### src/rtl/cbe_pkg.sv
package cbe_pkg;

  // Fixed-point formats at the ports and inside the datapath
  localparam int PortFracBits  = 16;
  localparam int InnerFracBits = 24;
  localparam int FracShift     = InnerFracBits - PortFracBits;
  localparam int MaxIterations = 10;

  // Field widths
  localparam int XWidth = 17;
  localparam int YWidth = 19;

  // 1e-6 in the inner format, rounded to nearest, at least one
  localparam int TolRaw = ((1 << InnerFracBits) + 500000) / 1000000;
  localparam int Tol    = (TolRaw < 1) ? 1 : TolRaw;

  // Output saturation bounds in the port format
  localparam int YLow  = -2 * (1 << PortFracBits);
  localparam int YHigh = 3 * (1 << PortFracBits);

  // Register indexes
  localparam logic [1:0] RegX1 = 2'd0;
  localparam logic [1:0] RegY1 = 2'd1;
  localparam logic [1:0] RegX2 = 2'd2;
  localparam logic [1:0] RegY2 = 2'd3;

  // Value in [0,1] in the inner format
  typedef logic [InnerFracBits:0] unit_t;
  // Multiplier operand, signed, wide enough for a y control point
  typedef logic signed [InnerFracBits+3:0] opnd_t;
  // Accumulator for curve sums and derivative sums
  typedef logic signed [InnerFracBits+7:0] acc_t;

  localparam unit_t OneInner = unit_t'(1 << InnerFracBits);

endpackage

### src/rtl/cubic_bezier_easing_top.sv
// Cubic Bezier easing evaluator.
// Control points (x1,y1) and (x2,y2) are written over the APB port: x1 at
// 0x0, y1 at 0x4, x2 at 0x8, y2 at 0xC; x values Q16 unsigned, y values
// Q16 signed. Write them only while no item is in flight.
// Each progress value x (Q16, s_axis_tdata[16:0]) is solved for Bx(t) = x by
// Newton steps starting at t = x, then By(t) is returned on m_axis_tdata
// (Q16 signed, 19 bits) with the converged flag on m_axis_tuser.
// One shared 27x27 multiplier computes all products; a Newton step uses
// 11 products, a check state and a restoring divider with a compare state
// and 25 quotient steps (skipped when the quotient saturates), then an
// update state. The closing pass takes 8 products. An item takes up to
// MAX_ITERATIONS Newton steps.
// The block takes one item at a time; s_axis_tready is high only while idle.
// The result sits in an output register, so a new item is accepted while it
// waits; a stalled receiver holds the next result in the closing state.
// Reset clears the control points to (0,0) and (1,1) and drops any result.
module cubic_bezier_easing_top #(
  parameter int MAX_ITERATIONS = cbe_pkg::MaxIterations
) (
  input  logic        clk_i,
  input  logic        rst_ni,
  // APB configuration port
  input  logic        psel,
  input  logic        penable,
  input  logic        pwrite,
  input  logic [3:0]  paddr,
  input  logic [31:0] pwdata,
  output logic [31:0] prdata,
  output logic        pready,
  // input stream
  input  logic        s_axis_tvalid,
  output logic        s_axis_tready,
  input  logic [23:0] s_axis_tdata,   // [16:0] progress_in
  // output stream
  output logic        m_axis_tvalid,
  input  logic        m_axis_tready,
  output logic [23:0] m_axis_tdata,   // [18:0] eased_out
  output logic        m_axis_tuser    // [0] converged
);

  localparam int IterW = (MAX_ITERATIONS > 1) ? $clog2(MAX_ITERATIONS) : 1;
  localparam int Ifb   = cbe_pkg::InnerFracBits;
  localparam int Sh    = cbe_pkg::FracShift;
  localparam int XW    = cbe_pkg::XWidth;
  localparam int YW    = cbe_pkg::YWidth;
  localparam int AccW  = $bits(cbe_pkg::acc_t);
  localparam int MagW  = $bits(cbe_pkg::opnd_t) - 1;
  localparam int ProdW = 2 * MagW;
  localparam int QuoW  = Ifb + 2;
  localparam int CntW  = $clog2(Ifb + 1);

  typedef enum logic [3:0] {
    S_IDLE, S_ISSUE, S_WB, S_CHECK, S_DIV_CMP, S_DIV, S_UPDATE, S_YOUT
  } state_e;

  typedef enum logic [3:0] {
    OpUu, OpTt, OpUt, OpA, OpB, OpC, OpF1, OpF2, OpD1, OpD2, OpD3, OpY1, OpY2
  } op_e;

  state_e state_q;
  op_e    op_q;

  logic [XW-1:0] ctrl_x1_q, ctrl_x2_q;
  logic [YW-1:0] ctrl_y1_q, ctrl_y2_q;

  cbe_pkg::unit_t t_q, x_q, uu_q, tt_q, ut_q, a_q, b_q, c_q;
  cbe_pkg::acc_t  acc_q, dacc_q;
  logic [ProdW-1:0] prod_q;
  logic             pneg_q;
  logic [AccW-1:0]  rem_q;
  logic [QuoW-1:0]  quo_q;
  logic [CntW-1:0]  dcnt_q;
  logic             dneg_q;
  logic [IterW-1:0] iter_q;
  logic             final_q, conv_q;

  logic          out_valid_q, out_conv_q;
  logic [YW-1:0] out_y_q;

  // ---------------------------------------------------------------------
  // Configuration port
  logic cfg_wr;
  assign pready = 1'b1;
  assign cfg_wr = psel & penable & pwrite;

  always_comb begin
    unique case (paddr[3:2])
      cbe_pkg::RegX1: prdata = 32'(ctrl_x1_q);
      cbe_pkg::RegY1: prdata = 32'(ctrl_y1_q);
      cbe_pkg::RegX2: prdata = 32'(ctrl_x2_q);
      cbe_pkg::RegY2: prdata = 32'(ctrl_y2_q);
      default:        prdata = '0;
    endcase
  end

  // ---------------------------------------------------------------------
  // Port to inner conversion
  function automatic cbe_pkg::unit_t port_x(logic [XW-1:0] raw);
    logic [XW-1:0] lim;
    logic [XW-1:0] v;
    lim = XW'(1 << cbe_pkg::PortFracBits);
    v   = (raw > lim) ? lim : raw;
    return cbe_pkg::unit_t'({v, {Sh{1'b0}}});
  endfunction

  function automatic cbe_pkg::opnd_t port_y(logic [YW-1:0] raw);
    return cbe_pkg::opnd_t'($signed({raw, {Sh{1'b0}}}));
  endfunction

  function automatic cbe_pkg::opnd_t from_unit(cbe_pkg::unit_t v);
    return cbe_pkg::opnd_t'($signed({1'b0, v}));
  endfunction

  cbe_pkg::unit_t x1_in, x2_in, u;
  cbe_pkg::opnd_t y1_in, y2_in;

  assign x1_in = port_x(ctrl_x1_q);
  assign x2_in = port_x(ctrl_x2_q);
  assign y1_in = port_y(ctrl_y1_q);
  assign y2_in = port_y(ctrl_y2_q);
  assign u     = cbe_pkg::OneInner - t_q;

  // ---------------------------------------------------------------------
  // Shared multiplier: operand select, magnitudes, rounded signed result
  cbe_pkg::opnd_t opa, opb;

  always_comb begin
    opa = from_unit(u);
    opb = from_unit(u);
    unique case (op_q)
      OpUu: begin opa = from_unit(u);    opb = from_unit(u);    end
      OpTt: begin opa = from_unit(t_q);  opb = from_unit(t_q);  end
      OpUt: begin opa = from_unit(u);    opb = from_unit(t_q);  end
      OpA:  begin opa = from_unit(uu_q); opb = from_unit(t_q);  end
      OpB:  begin opa = from_unit(u);    opb = from_unit(tt_q); end
      OpC:  begin opa = from_unit(tt_q); opb = from_unit(t_q);  end
      OpF1: begin opa = from_unit(a_q);  opb = from_unit(x1_in); end
      OpF2: begin opa = from_unit(b_q);  opb = from_unit(x2_in); end
      OpD1: begin opa = from_unit(uu_q); opb = from_unit(x1_in); end
      OpD2: begin
        opa = from_unit(ut_q);
        opb = from_unit(x2_in) - from_unit(x1_in);
      end
      OpD3: begin
        opa = from_unit(tt_q);
        opb = from_unit(cbe_pkg::OneInner - x2_in);
      end
      OpY1: begin opa = from_unit(a_q);  opb = y1_in; end
      OpY2: begin opa = from_unit(b_q);  opb = y2_in; end
      default: begin opa = from_unit(u); opb = from_unit(u); end
    endcase
  end

  logic [MagW-1:0] mag_a, mag_b;
  assign mag_a = opa[MagW] ? MagW'(-opa) : MagW'(opa);
  assign mag_b = opb[MagW] ? MagW'(-opb) : MagW'(opb);

  // round to nearest, ties away from zero, on the magnitude
  logic [ProdW-1:0] prod_rnd;
  logic [MagW-1:0]  rnd_mag;
  cbe_pkg::opnd_t   mres;
  cbe_pkg::acc_t    mx, m3;
  assign prod_rnd = prod_q + ProdW'(1 << (Ifb - 1));
  assign rnd_mag  = prod_rnd[Ifb +: MagW];
  assign mres     = pneg_q ? -cbe_pkg::opnd_t'({1'b0, rnd_mag})
                           :  cbe_pkg::opnd_t'({1'b0, rnd_mag});
  assign mx       = cbe_pkg::acc_t'(mres);
  assign m3       = mx + (mx <<< 1);

  // ---------------------------------------------------------------------
  // Divider and update datapath
  logic [AccW-1:0] f_mag, df_mag, div_shift;
  logic            div_ge;
  assign f_mag     = acc_q[AccW-1] ? AccW'(-acc_q) : AccW'(acc_q);
  assign df_mag    = dacc_q[AccW-1] ? AccW'(-dacc_q) : AccW'(dacc_q);
  assign div_shift = (dcnt_q == '0) ? rem_q : (rem_q << 1);
  assign div_ge    = div_shift >= df_mag;

  localparam int TW = Ifb + 4;
  logic signed [TW-1:0] q_s, t_new;
  assign q_s   = $signed({2'b00, quo_q});
  assign t_new = $signed({3'b000, t_q}) - (dneg_q ? -q_s : q_s);

  cbe_pkg::unit_t t_clamped;
  always_comb begin
    priority if (t_new < 0) begin
      t_clamped = '0;
    end else if (t_new > $signed({3'b000, cbe_pkg::OneInner})) begin
      t_clamped = cbe_pkg::OneInner;
    end else begin
      t_clamped = t_new[Ifb:0];
    end
  end

  // Inner to port conversion with saturation
  logic [AccW-1:0]    y_mag;
  cbe_pkg::acc_t      y_s;
  logic [YW-1:0]      y_sat;
  assign y_mag = (f_mag + AccW'(1 << (Sh - 1))) >> Sh;
  assign y_s   = acc_q[AccW-1] ? -$signed(y_mag) : $signed(y_mag);

  always_comb begin
    priority if (y_s < cbe_pkg::acc_t'(cbe_pkg::YLow)) begin
      y_sat = YW'(cbe_pkg::YLow);
    end else if (y_s > cbe_pkg::acc_t'(cbe_pkg::YHigh)) begin
      y_sat = YW'(cbe_pkg::YHigh);
    end else begin
      y_sat = y_s[YW-1:0];
    end
  end

  assign s_axis_tready = (state_q == S_IDLE);
  assign m_axis_tvalid = out_valid_q;
  assign m_axis_tdata  = 24'(out_y_q);
  assign m_axis_tuser  = out_conv_q;

  logic last_iter;
  assign last_iter = (iter_q == IterW'(MAX_ITERATIONS - 1));

  // ---------------------------------------------------------------------
  // Sequencer
  always_ff @(posedge clk_i or negedge rst_ni) begin
    if (!rst_ni) begin
      state_q     <= S_IDLE;
      op_q        <= OpUu;
      iter_q      <= '0;
      final_q     <= 1'b0;
      conv_q      <= 1'b0;
      out_valid_q <= 1'b0;
      out_y_q     <= '0;
      out_conv_q  <= 1'b0;
      x_q         <= '0;
      t_q         <= '0;
      uu_q        <= '0;
      tt_q        <= '0;
      ut_q        <= '0;
      a_q         <= '0;
      b_q         <= '0;
      c_q         <= '0;
      acc_q       <= '0;
      dacc_q      <= '0;
      prod_q      <= '0;
      pneg_q      <= 1'b0;
      rem_q       <= '0;
      quo_q       <= '0;
      dcnt_q      <= '0;
      dneg_q      <= 1'b0;
      ctrl_x1_q   <= '0;
      ctrl_y1_q   <= '0;
      ctrl_x2_q   <= XW'(1 << cbe_pkg::PortFracBits);
      ctrl_y2_q   <= YW'(1 << cbe_pkg::PortFracBits);
    end else begin
      if (cfg_wr) begin
        unique case (paddr[3:2])
          cbe_pkg::RegX1: ctrl_x1_q <= pwdata[XW-1:0];
          cbe_pkg::RegY1: ctrl_y1_q <= pwdata[YW-1:0];
          cbe_pkg::RegX2: ctrl_x2_q <= pwdata[XW-1:0];
          cbe_pkg::RegY2: ctrl_y2_q <= pwdata[YW-1:0];
          default: ;
        endcase
      end

      // drop a taken result; the closing state reloads the register itself
      if (out_valid_q && m_axis_tready && state_q != S_YOUT) begin
        out_valid_q <= 1'b0;
      end

      unique case (state_q)
        S_IDLE: begin
          if (s_axis_tvalid) begin
            x_q     <= port_x(s_axis_tdata[XW-1:0]);
            t_q     <= port_x(s_axis_tdata[XW-1:0]);
            iter_q  <= '0;
            final_q <= 1'b0;
            conv_q  <= 1'b0;
            op_q    <= OpUu;
            state_q <= S_ISSUE;
          end
        end
        S_ISSUE: begin
          prod_q  <= ProdW'(mag_a) * ProdW'(mag_b);
          pneg_q  <= opa[MagW] ^ opb[MagW];
          state_q <= S_WB;
        end
        S_WB: begin
          unique case (op_q)
            OpUu: uu_q <= mres[Ifb:0];
            OpTt: tt_q <= mres[Ifb:0];
            OpUt: ut_q <= mres[Ifb:0];
            OpA:  a_q  <= mres[Ifb:0];
            OpB:  b_q  <= mres[Ifb:0];
            OpC:  c_q  <= mres[Ifb:0];
            OpF1: acc_q <= m3 + cbe_pkg::acc_t'($signed({1'b0, c_q}))
                              - cbe_pkg::acc_t'($signed({1'b0, x_q}));
            OpF2: acc_q  <= acc_q + m3;
            OpD1: dacc_q <= m3;
            OpD2: dacc_q <= dacc_q + (m3 <<< 1);
            OpD3: dacc_q <= dacc_q + m3;
            OpY1: acc_q  <= m3 + cbe_pkg::acc_t'($signed({1'b0, c_q}));
            OpY2: acc_q  <= acc_q + m3;
            default: ;
          endcase
          priority if (final_q && op_q == OpC) begin
            op_q    <= OpY1;
            state_q <= S_ISSUE;
          end else if (final_q && op_q == OpY2) begin
            state_q <= S_YOUT;
          end else if (!final_q && op_q == OpD3) begin
            state_q <= S_CHECK;
          end else begin
            op_q    <= op_e'(op_q + 4'd1);
            state_q <= S_ISSUE;
          end
        end
        S_CHECK: begin
          // tolerance first, so a zero f with a zero df still converges
          priority if (f_mag < AccW'(cbe_pkg::Tol)) begin
            conv_q  <= 1'b1;
            final_q <= 1'b1;
            op_q    <= OpUu;
            state_q <= S_ISSUE;
          end else if (dacc_q == '0) begin
            final_q <= 1'b1;
            op_q    <= OpUu;
            state_q <= S_ISSUE;
          end else begin
            state_q <= S_DIV_CMP;
          end
        end
        S_DIV_CMP: begin
          dneg_q <= acc_q[AccW-1] ^ dacc_q[AccW-1];
          // a quotient of two or more saturates at two
          if ({1'b0, f_mag} >= {df_mag, 1'b0}) begin
            quo_q   <= QuoW'(2 << Ifb);
            state_q <= S_UPDATE;
          end else begin
            rem_q   <= f_mag;
            quo_q   <= '0;
            dcnt_q  <= '0;
            state_q <= S_DIV;
          end
        end
        S_DIV: begin
          rem_q <= div_ge ? (div_shift - df_mag) : div_shift;
          quo_q <= {quo_q[QuoW-2:0], div_ge};
          if (dcnt_q == CntW'(Ifb)) begin
            state_q <= S_UPDATE;
          end else begin
            dcnt_q <= dcnt_q + 1'b1;
          end
        end
        S_UPDATE: begin
          t_q  <= t_clamped;
          op_q <= OpUu;
          if (last_iter) begin
            final_q <= 1'b1;
          end else begin
            iter_q <= iter_q + 1'b1;
          end
          state_q <= S_ISSUE;
        end
        S_YOUT: begin
          // hold while the previous result is still waiting
          if (!out_valid_q || m_axis_tready) begin
            out_valid_q <= 1'b1;
            out_y_q     <= y_sat;
            out_conv_q  <= conv_q;
            state_q     <= S_IDLE;
          end
        end
        default: state_q <= S_IDLE;
      endcase
    end
  end

endmodule
### config.mk
export PLATFORM = sky130hd
export DESIGN_NAME = cubic_bezier_easing_top
export DESIGN_NICKNAME = d
export VERILOG_FILES = /design/src/rtl/cbe_pkg.sv /design/src/rtl/cubic_bezier_easing_top.sv
export SDC_FILE = /design/constraint.sdc
export NUM_CORES = 2
export LEC_CHECK = 0
export ABC_CLOCK_PERIOD_IN_PS = 31900
export BUFFER_PORTS_ARGS = -buffer_cell sky130_fd_sc_hd__buf_2
export CAP_MARGIN = 20
export CELL_PAD_IN_SITES_DETAIL_PLACEMENT = 1
export CELL_PAD_IN_SITES_GLOBAL_PLACEMENT = 2
export CORE_ASPECT_RATIO = 1.75
export CORE_MARGIN = 2
export CORE_UTILIZATION = 44
export CTS_CLUSTER_SIZE = 12
export DETAILED_ROUTE_END_ITERATION = 16
export PLACE_DENSITY_LB_ADDON = 0.2
export SYNTH_ARGS = -nofsm -noshare
export SYNTH_HDL_FRONTEND = slang
export SYNTH_SLANG_ARGS = --single-unit
### constraint.sdc
create_clock -name clk_i -period 31.9 [get_ports clk_i]
set_input_delay 0 -clock clk_i [delete_from_list [all_inputs] [get_ports clk_i]]
set_output_delay 0 -clock clk_i [all_outputs]
set_load 0.1 [all_outputs]
---- Word-level counts from Yosys, hierarchy flattened ----
Index checks and enable logic that the tools add are counted.
operators by class
  reduce and logical (&&, ||, !) cells .... 48
  multipliers ............................. 1
  add/subtract/negate cells ............... 23
  multiplexer cells ....................... 59
  bitwise gates (word level) .............. 4
  eq/ne operators ......................... 36
  order comparisons ....................... 10
operator list
  kind                                                   count
  one-hot mux 28 bit (8 select lines)                    1
  two-way mux 32 bit                                     6
  one-hot mux 32 bit (3 select lines)                    2
  one-hot mux 25 bit (6 select lines)                    1
  one-hot mux 32 bit (4 select lines)                    1
  two-way mux 25 bit                                     3
  adder 32 x 30 -> 32 bit                                2
  negator 32 bit                                         2
  one-hot mux 32 bit (2 select lines)                    1
  two-way mux 28 bit                                     2
  two-way mux 27 bit                                     2
  negator 27 bit                                         2
  one-hot mux 26 bit (2 select lines)                    1
  adder 51 x 24 -> 51 bit, second input constant         1
  greater-than comparator 17 bit, second input constant  3
  multiplier 27 x 27 -> 51 bit                           1
  two-way mux 17 bit                                     3
  one-hot mux 25 bit (2 select lines)                    1
  subtractor 25 bit, first input constant                2
  two-way mux 4 bit                                      10
  two-way mux 19 bit                                     2
  greater-or-equal comparator 32 x 33 -> 1 bit           1
  adder 32 x 31 -> 32 bit                                1
  adder 32 x 8 -> 32 bit, second input constant          1
  other kinds (57)                                       129
storage, ports and cells
  flip-flop bits (word level) ............. 479
  input bits .............................. 67

---- Depth between registers and ports, before layout ----
  depth after elaboration ................. 8
  depth in mapped cells ................... 47
  mapped depth without buffers ............ 44

---- Least setup slack after synthesis ----
OpenSTA, ideal clock, no wires.
  kind .................................... register to register
  start ................................... register ctrl_x2_q[7]
  end ..................................... register prod_q[43]
  buffers on the path ..................... 5
  setup slack ............................. 20664 ps
  stages on the path, launching flop included .. 45
  data required time ...................... 31764 ps
  arrival time ............................ 11101 ps
  path through ............................ dfrtp_1 clkbuf_1 nor4_2 nand4b_1 o31ai_1 clkbuf_1 and2_1 ha_1 nor2b_1 o2111ai_1 a311oi_1 o21ai_0 o21bai_1 a211oi_1 a221oi_1 clkbuf_1 clkbuf_1 nor2_1 (+9 left out) fa_1 inv_1 fa_1 fa_1 ha_1 a21o_1 a21o_1 a21oi_1 o21ai_0 a221oi_1 o21ai_0 a21oi_1 o21ai_0 a41oi_1 o211ai_1 a31oi_1 xor2_1 o21ai_0
on the way
  cells in the longest elaborated chain, start to end .. 7
  elaborated cells on any way between the ends .. 8
  those cells by class .................... add/sub (3); mul (1); order compare (1); mux (3)
ends and longest elaborated chain
  what                                                               line                                                            text
  from (decl)                                                        cubic_bezier_easing_top.sv:63                                   logic [XW-1:0] ctrl_x1_q, ctrl_x2_q;
  from (signal assigned)                                             cubic_bezier_easing_top.sv:250                                  ctrl_x2_q <= XW'(1 << cbe_pkg::PortFracBits);
  from (signal assigned)                                             cubic_bezier_easing_top.sv:257                                  cbe_pkg::RegX2: ctrl_x2_q <= pwdata[XW-1:0];
  greater-than comparator 17 bit                                     cubic_bezier_easing_top.sv:102                                  v = (raw > lim) ? lim : raw;
  two-way mux 17 bit *                                               cubic_bezier_easing_top.sv:102
  subtractor 25 bit or subtractor 25 x 25 -> 26 bit (tied branches)  cubic_bezier_easing_top.sv:146, cubic_bezier_easing_top.sv:142
  one-hot mux 28 bit (8 select lines) *                              cubic_bezier_easing_top.sv:130                                  unique case (op_q)
  negator 27 bit                                                     cubic_bezier_easing_top.sv:156                                  assign mag_b = opb[MagW] ? MagW'(-opb) : MagW'(opb);
  two-way mux 27 bit *                                               cubic_bezier_easing_top.sv:156
  multiplier 27 x 27 -> 51 bit *                                     cubic_bezier_easing_top.sv:281                                  prod_q <= ProdW'(mag_a) * ProdW'(mag_b);
  to (signal assigned)                                               cubic_bezier_easing_top.sv:281
  to (decl)                                                          cubic_bezier_easing_top.sv:68                                   logic [ProdW-1:0] prod_q;
Every way passes the cells marked *; elsewhere a longest branch is shown, timed or not.
A chain may end at the register's enable or synchronous reset.

---- Worst setup path in the final report ----
  start ................................... register ctrl_x1_q[1]
  end ..................................... register prod_q[44]
on the way
  cells in the longest elaborated chain, start to end .. 7
ends and longest elaborated chain
  what                                   line                            text
  from (decl)                            cubic_bezier_easing_top.sv:63
  from (signal assigned)                 cubic_bezier_easing_top.sv:255  cbe_pkg::RegX1: ctrl_x1_q <= pwdata[XW-1:0];
  greater-than comparator 17 bit         cubic_bezier_easing_top.sv:102
  two-way mux 17 bit *                   cubic_bezier_easing_top.sv:102
  subtractor 25 x 25 -> 26 bit           cubic_bezier_easing_top.sv:142  opb = from_unit(x2_in) - from_unit(x1_in);
  one-hot mux 28 bit (8 select lines) *  cubic_bezier_easing_top.sv:130
  negator 27 bit                         cubic_bezier_easing_top.sv:156
  two-way mux 27 bit *                   cubic_bezier_easing_top.sv:156
  multiplier 27 x 27 -> 51 bit *         cubic_bezier_easing_top.sv:281
Marks and branches as above.

==> summary.txt <==
Detailed routing
  – Total wire length: 235,000 um
  – Routed WL per cell: 26.2 um
  – Initial DRT Pass Iterations: 8
  – Vias: around 54,000
  – # DRC: 0
  – Routed vias/inst: around 6.0
  – Post-DRT Antenna Nets: 0
  – Drt first-iter violations: 2,876

Synth
  – Ys async rst share: 100%
  – Syn_area_per_cell: around 8.5 sq um
  – Synth Flop Type: dfrtp_1
  – EDFF count, synth: 0
  – Mapped Area: 60,500 sq um
  – Sequential fraction of the synthesis area: a little under a fifth
  – Synth unique cells: about 120
  – Post-synthesis cell count: between 7,000 and 8,000
  – Synth Register Bits: between 400 and 500
  – Synthesis Warnings: 0

Floorplanning
  – Die height: about 490 um
  – Die width: between 200 and 300 um
  – Row count: 180
  – Initial Util: roughly 44%
  – Core area: ~140,000 sq um
  – DIE AREA: between 100,000 and 150,000 sq um
  – I/O pin count: 127

Layout
  – Area Overhead vs Synth: 8.83%
  – Fin nets: 8,229
  – Layout Cells excl Fill: approximately 9,000
  – Fillcell total: between 15,000 and 20,000
  – Fraction of layout cells with a size suffix above 1: 9.09%

Global route
  – Overflow after GRT: 0
  – Antenna violations before repair: 9
  – Global-route wire length before repair: around 360,000 um
  – Total track usage: between 30% and 40%
  – Vias in the first global route: about 60,000
  – Largest net degree at the start of global routing: around 160

Setup path
  – Critical path's slowest cell: o32ai_1
  – Worst Setup End Kind: flip-flop
  – CP required: between 30 and 40 ns
  – Critical path type: reg -> reg
  – CP max stage delay: 0.91 ns
  – Delay-heaviest family, CP: adder cells
  – Worst path buffer plus inverter count: 4
  – Arrival time worst endpoint: roughly 14 ns
  – Worst Setup Start Kind: flip-flop
  – Cell mode on critical path: fa_1
  – CP max FO: 17

Place
  – Placed Cells: a little under 9,000
  – Port Buffers: 85
  – GPL Wtd Cong: 0.971
  – DP Wirelength: between 150,000 and 200,000 um

STA
  – Setup-failing EPs final: 0
  – Worst-case clock skew: around 0.05 ns
  – Min Hold Slack: ~0.034 ns
  – Hold Vio Cnt, Final: 0
  – Relative slew slack: 22.5%
  – Worst-Margin Slew: 1.15 ns
  – RSZ-0062 raised after global routing: no
  – Final period utilization: between 40% and 50%
  – Max Freq: between 70 and 80 MHz
  – Final setup TNS: 0 ns
  – Post-layout min period: about 14 ns
  – Slew Limit Fails: 0

Clock network
  – CTS buffer count: 53
  – H-tree depth: 2
  – CTS sink count: roughly 460
  – CTS root buf: clkbuf_16
  – Clock slew at reported path FFs: approximately 0.06 ns
  – Clock buffer depth: 3
  – Worst skew pair latency: 0.68 ns
  – Setup bufs post-CTS: 0
  – Post_cts resized: 0
  – CTS tree: built

Run
  – Max-cap viol count: 0

Min path
  – HP Class: in -> reg

Status
  – Outcome: completed
[sequential cells by signal, summed over array words and instances, names as in the netlist, 3 cells and up]
register	flops
b_q	25
ctrl_y1_q	19
c_q	25
state_q	3
uu_q	25
dacc_q	32
x_q	17
ctrl_y2_q	19
dcnt_q	5
prod_q	28
out_y_q	19
ut_q	25
a_q	25
ctrl_x2_q	17
ctrl_x1_q	17
tt_q	25
acc_q	32
t_q	25
quo_q	26
iter_q	4
op_q	4
rem_q	32
[synthesized netlist by cell type (25+ instances only)]
library cell	count	area share [%]
a221oi_1	42	0.61
nand2b_1	98	1.0
mux2_2	127	2.4
fa_1	581	19
nor2_1	318	2.0
ha_1	464	9.6
xnor2_1	232	3.4
and3_1	39	0.40
o211ai_1	33	0.41
nor3_1	113	0.94
a211oi_1	49	0.61
a21o_1	108	1.3
inv_1	820	5.1
nor4_1	47	0.49
nand2_1	1057	6.6
nand4_1	46	0.48
a21oi_1	293	2.4
o21a_1	51	0.63
clkbuf_1	294	1.8
o21bai_1	31	0.38
or4_1	25	0.31
nor2b_1	103	1.1
dfrtp_1	453	19
xor2_1	194	2.8
or3_1	58	0.60
and2_1	104	1.1
a31oi_1	55	0.57
a222oi_1	58	0.96
a22oi_1	60	0.74
o31ai_1	47	0.58
mux2i_1	41	0.68
nand3_1	133	1.1
o21ai_0	435	3.6
[placed cells by master, fill, tap and decap left out, types with 25 or more instances in the layout]
master / n
a211oi_1: 46
or4_1: 25
dlygate4sd3_1: 46
nor3_1: 109
a31oi_1: 55
fa_1: 581
xnor2_1: 216
o21bai_1: 31
mux2i_1: 41
nand2b_1: 96
o21a_1: 51
ha_1: 464
nor4_1: 47
a21o_1: 108
a222oi_1: 58
o211ai_1: 33
nand4_1: 46
clkbuf_16: 53
a21oi_1: 291
dfrtp_1: 451
inv_1: 820
nor2_1: 313
mux2_2: 127
a22oi_1: 60
buf_4: 179
a221oi_1: 41
buf_2: 84
nor2b_1: 103
xor2_1: 184
nand2_1: 1056
or3_1: 58
and3_1: 39
nand3_1: 132
o21ai_0: 434
o31ai_1: 46
and2_1: 103
[worst paths after layout]
| kind | to | cells after the start | from | slack, ns |
|---|---|---|---|---|
| setup / recovery | prod_q[44]$_DFFE_PN0P_ | 38 | ctrl_x1_q[1]$_DFFE_PN0P_ | 18.06 |
| hold / removal | ctrl_x1_q[16]$_DFFE_PN0P_ | 5 | psel | 0.03 |
| setup reg to reg | prod_q[44]$_DFFE_PN0P_ | 38 | ctrl_x1_q[1]$_DFFE_PN0P_ | 18.06 |
| hold reg to reg | out_y_q[18]$_DFFE_PN0P_ | 1 | out_y_q[18]$_DFFE_PN0P_ | 0.47 |
| max in group asynchronous | prod_q[25]$_DFFE_PN0P_ | 5 | rst_ni | 29.62 |
| min in group asynchronous | out_y_q[8]$_DFFE_PN0P_ | 4 | rst_ni | 0.49 |
[area by class of cell]
class	instances	area [sq um]	share of cell area, %
clock inverter	18	224	0.340
multi-input combinational	5470	45000	68.3
clock buffer	81	1560	2.37
timing repair buffer	313	2310	3.52
inverter	824	3090	4.70
tap	1820	2280	3.46
sequential	455	11400	17.3
antenna	1	2.50	0.00380
[stage by stage]
stage | utilization [%] | setup slack, ns | cell area (sq um)
floorplan | - | 20.66 | 60500
global route | 48.1 | 17.49 | 65800
global placement | 46.4 | 18.40 | 63500
CTS | 48.0 | 18.12 | 65800
detailed placement | 46.4 | 18.20 | 63500
finish | 48.1 | 18.06 | 65800
[worst min-delay path, cell delays in order]
cell	delay (ns)
buf_2	0.10
nand3_1	0.11
nor3_2	0.05
buf_4	0.22
o21ai_0	0.18
[kinds of logic (layout without fill, tap and decap cells)]
kind of cell    Yosys count  count (layout)  share of synthesized area (%)
buf+inv                1171            1236                           7.47
mux                     187             187                           3.72
other cells               2              20                         0.0124
simple gates           2261            2261                           17.7
xor+xnor                429             429                           6.25
fa+ha+maj              1045            1045                           28.8
compound gates         1529            1529                           17.2
flops                   455             455                           18.8
[repair_timing]
item                                   CTS  global route
hold buffers                            47             0
endpoints found under the hold margin  222             0
setup endpoints to repair                0             0
[metal layers]
| metal | vias up | wire length [um] | global-route usage (%) |
|---|---|---|---|
| met2 | 1323 | 127000 | 64.4 |
| li1 | 24200 | - | - |
| met1 | 27800 | 78700 | 33.0 |
| met3 | 722 | 8740 | 3.73 |
| met5 | - | 43 | 0 |
| met4 | 8 | 21100 | 25.1 |
Power is left out: the tool's default activity adds up to more than one toggle a clock period on the data nets, which glitch-free logic cannot reach.
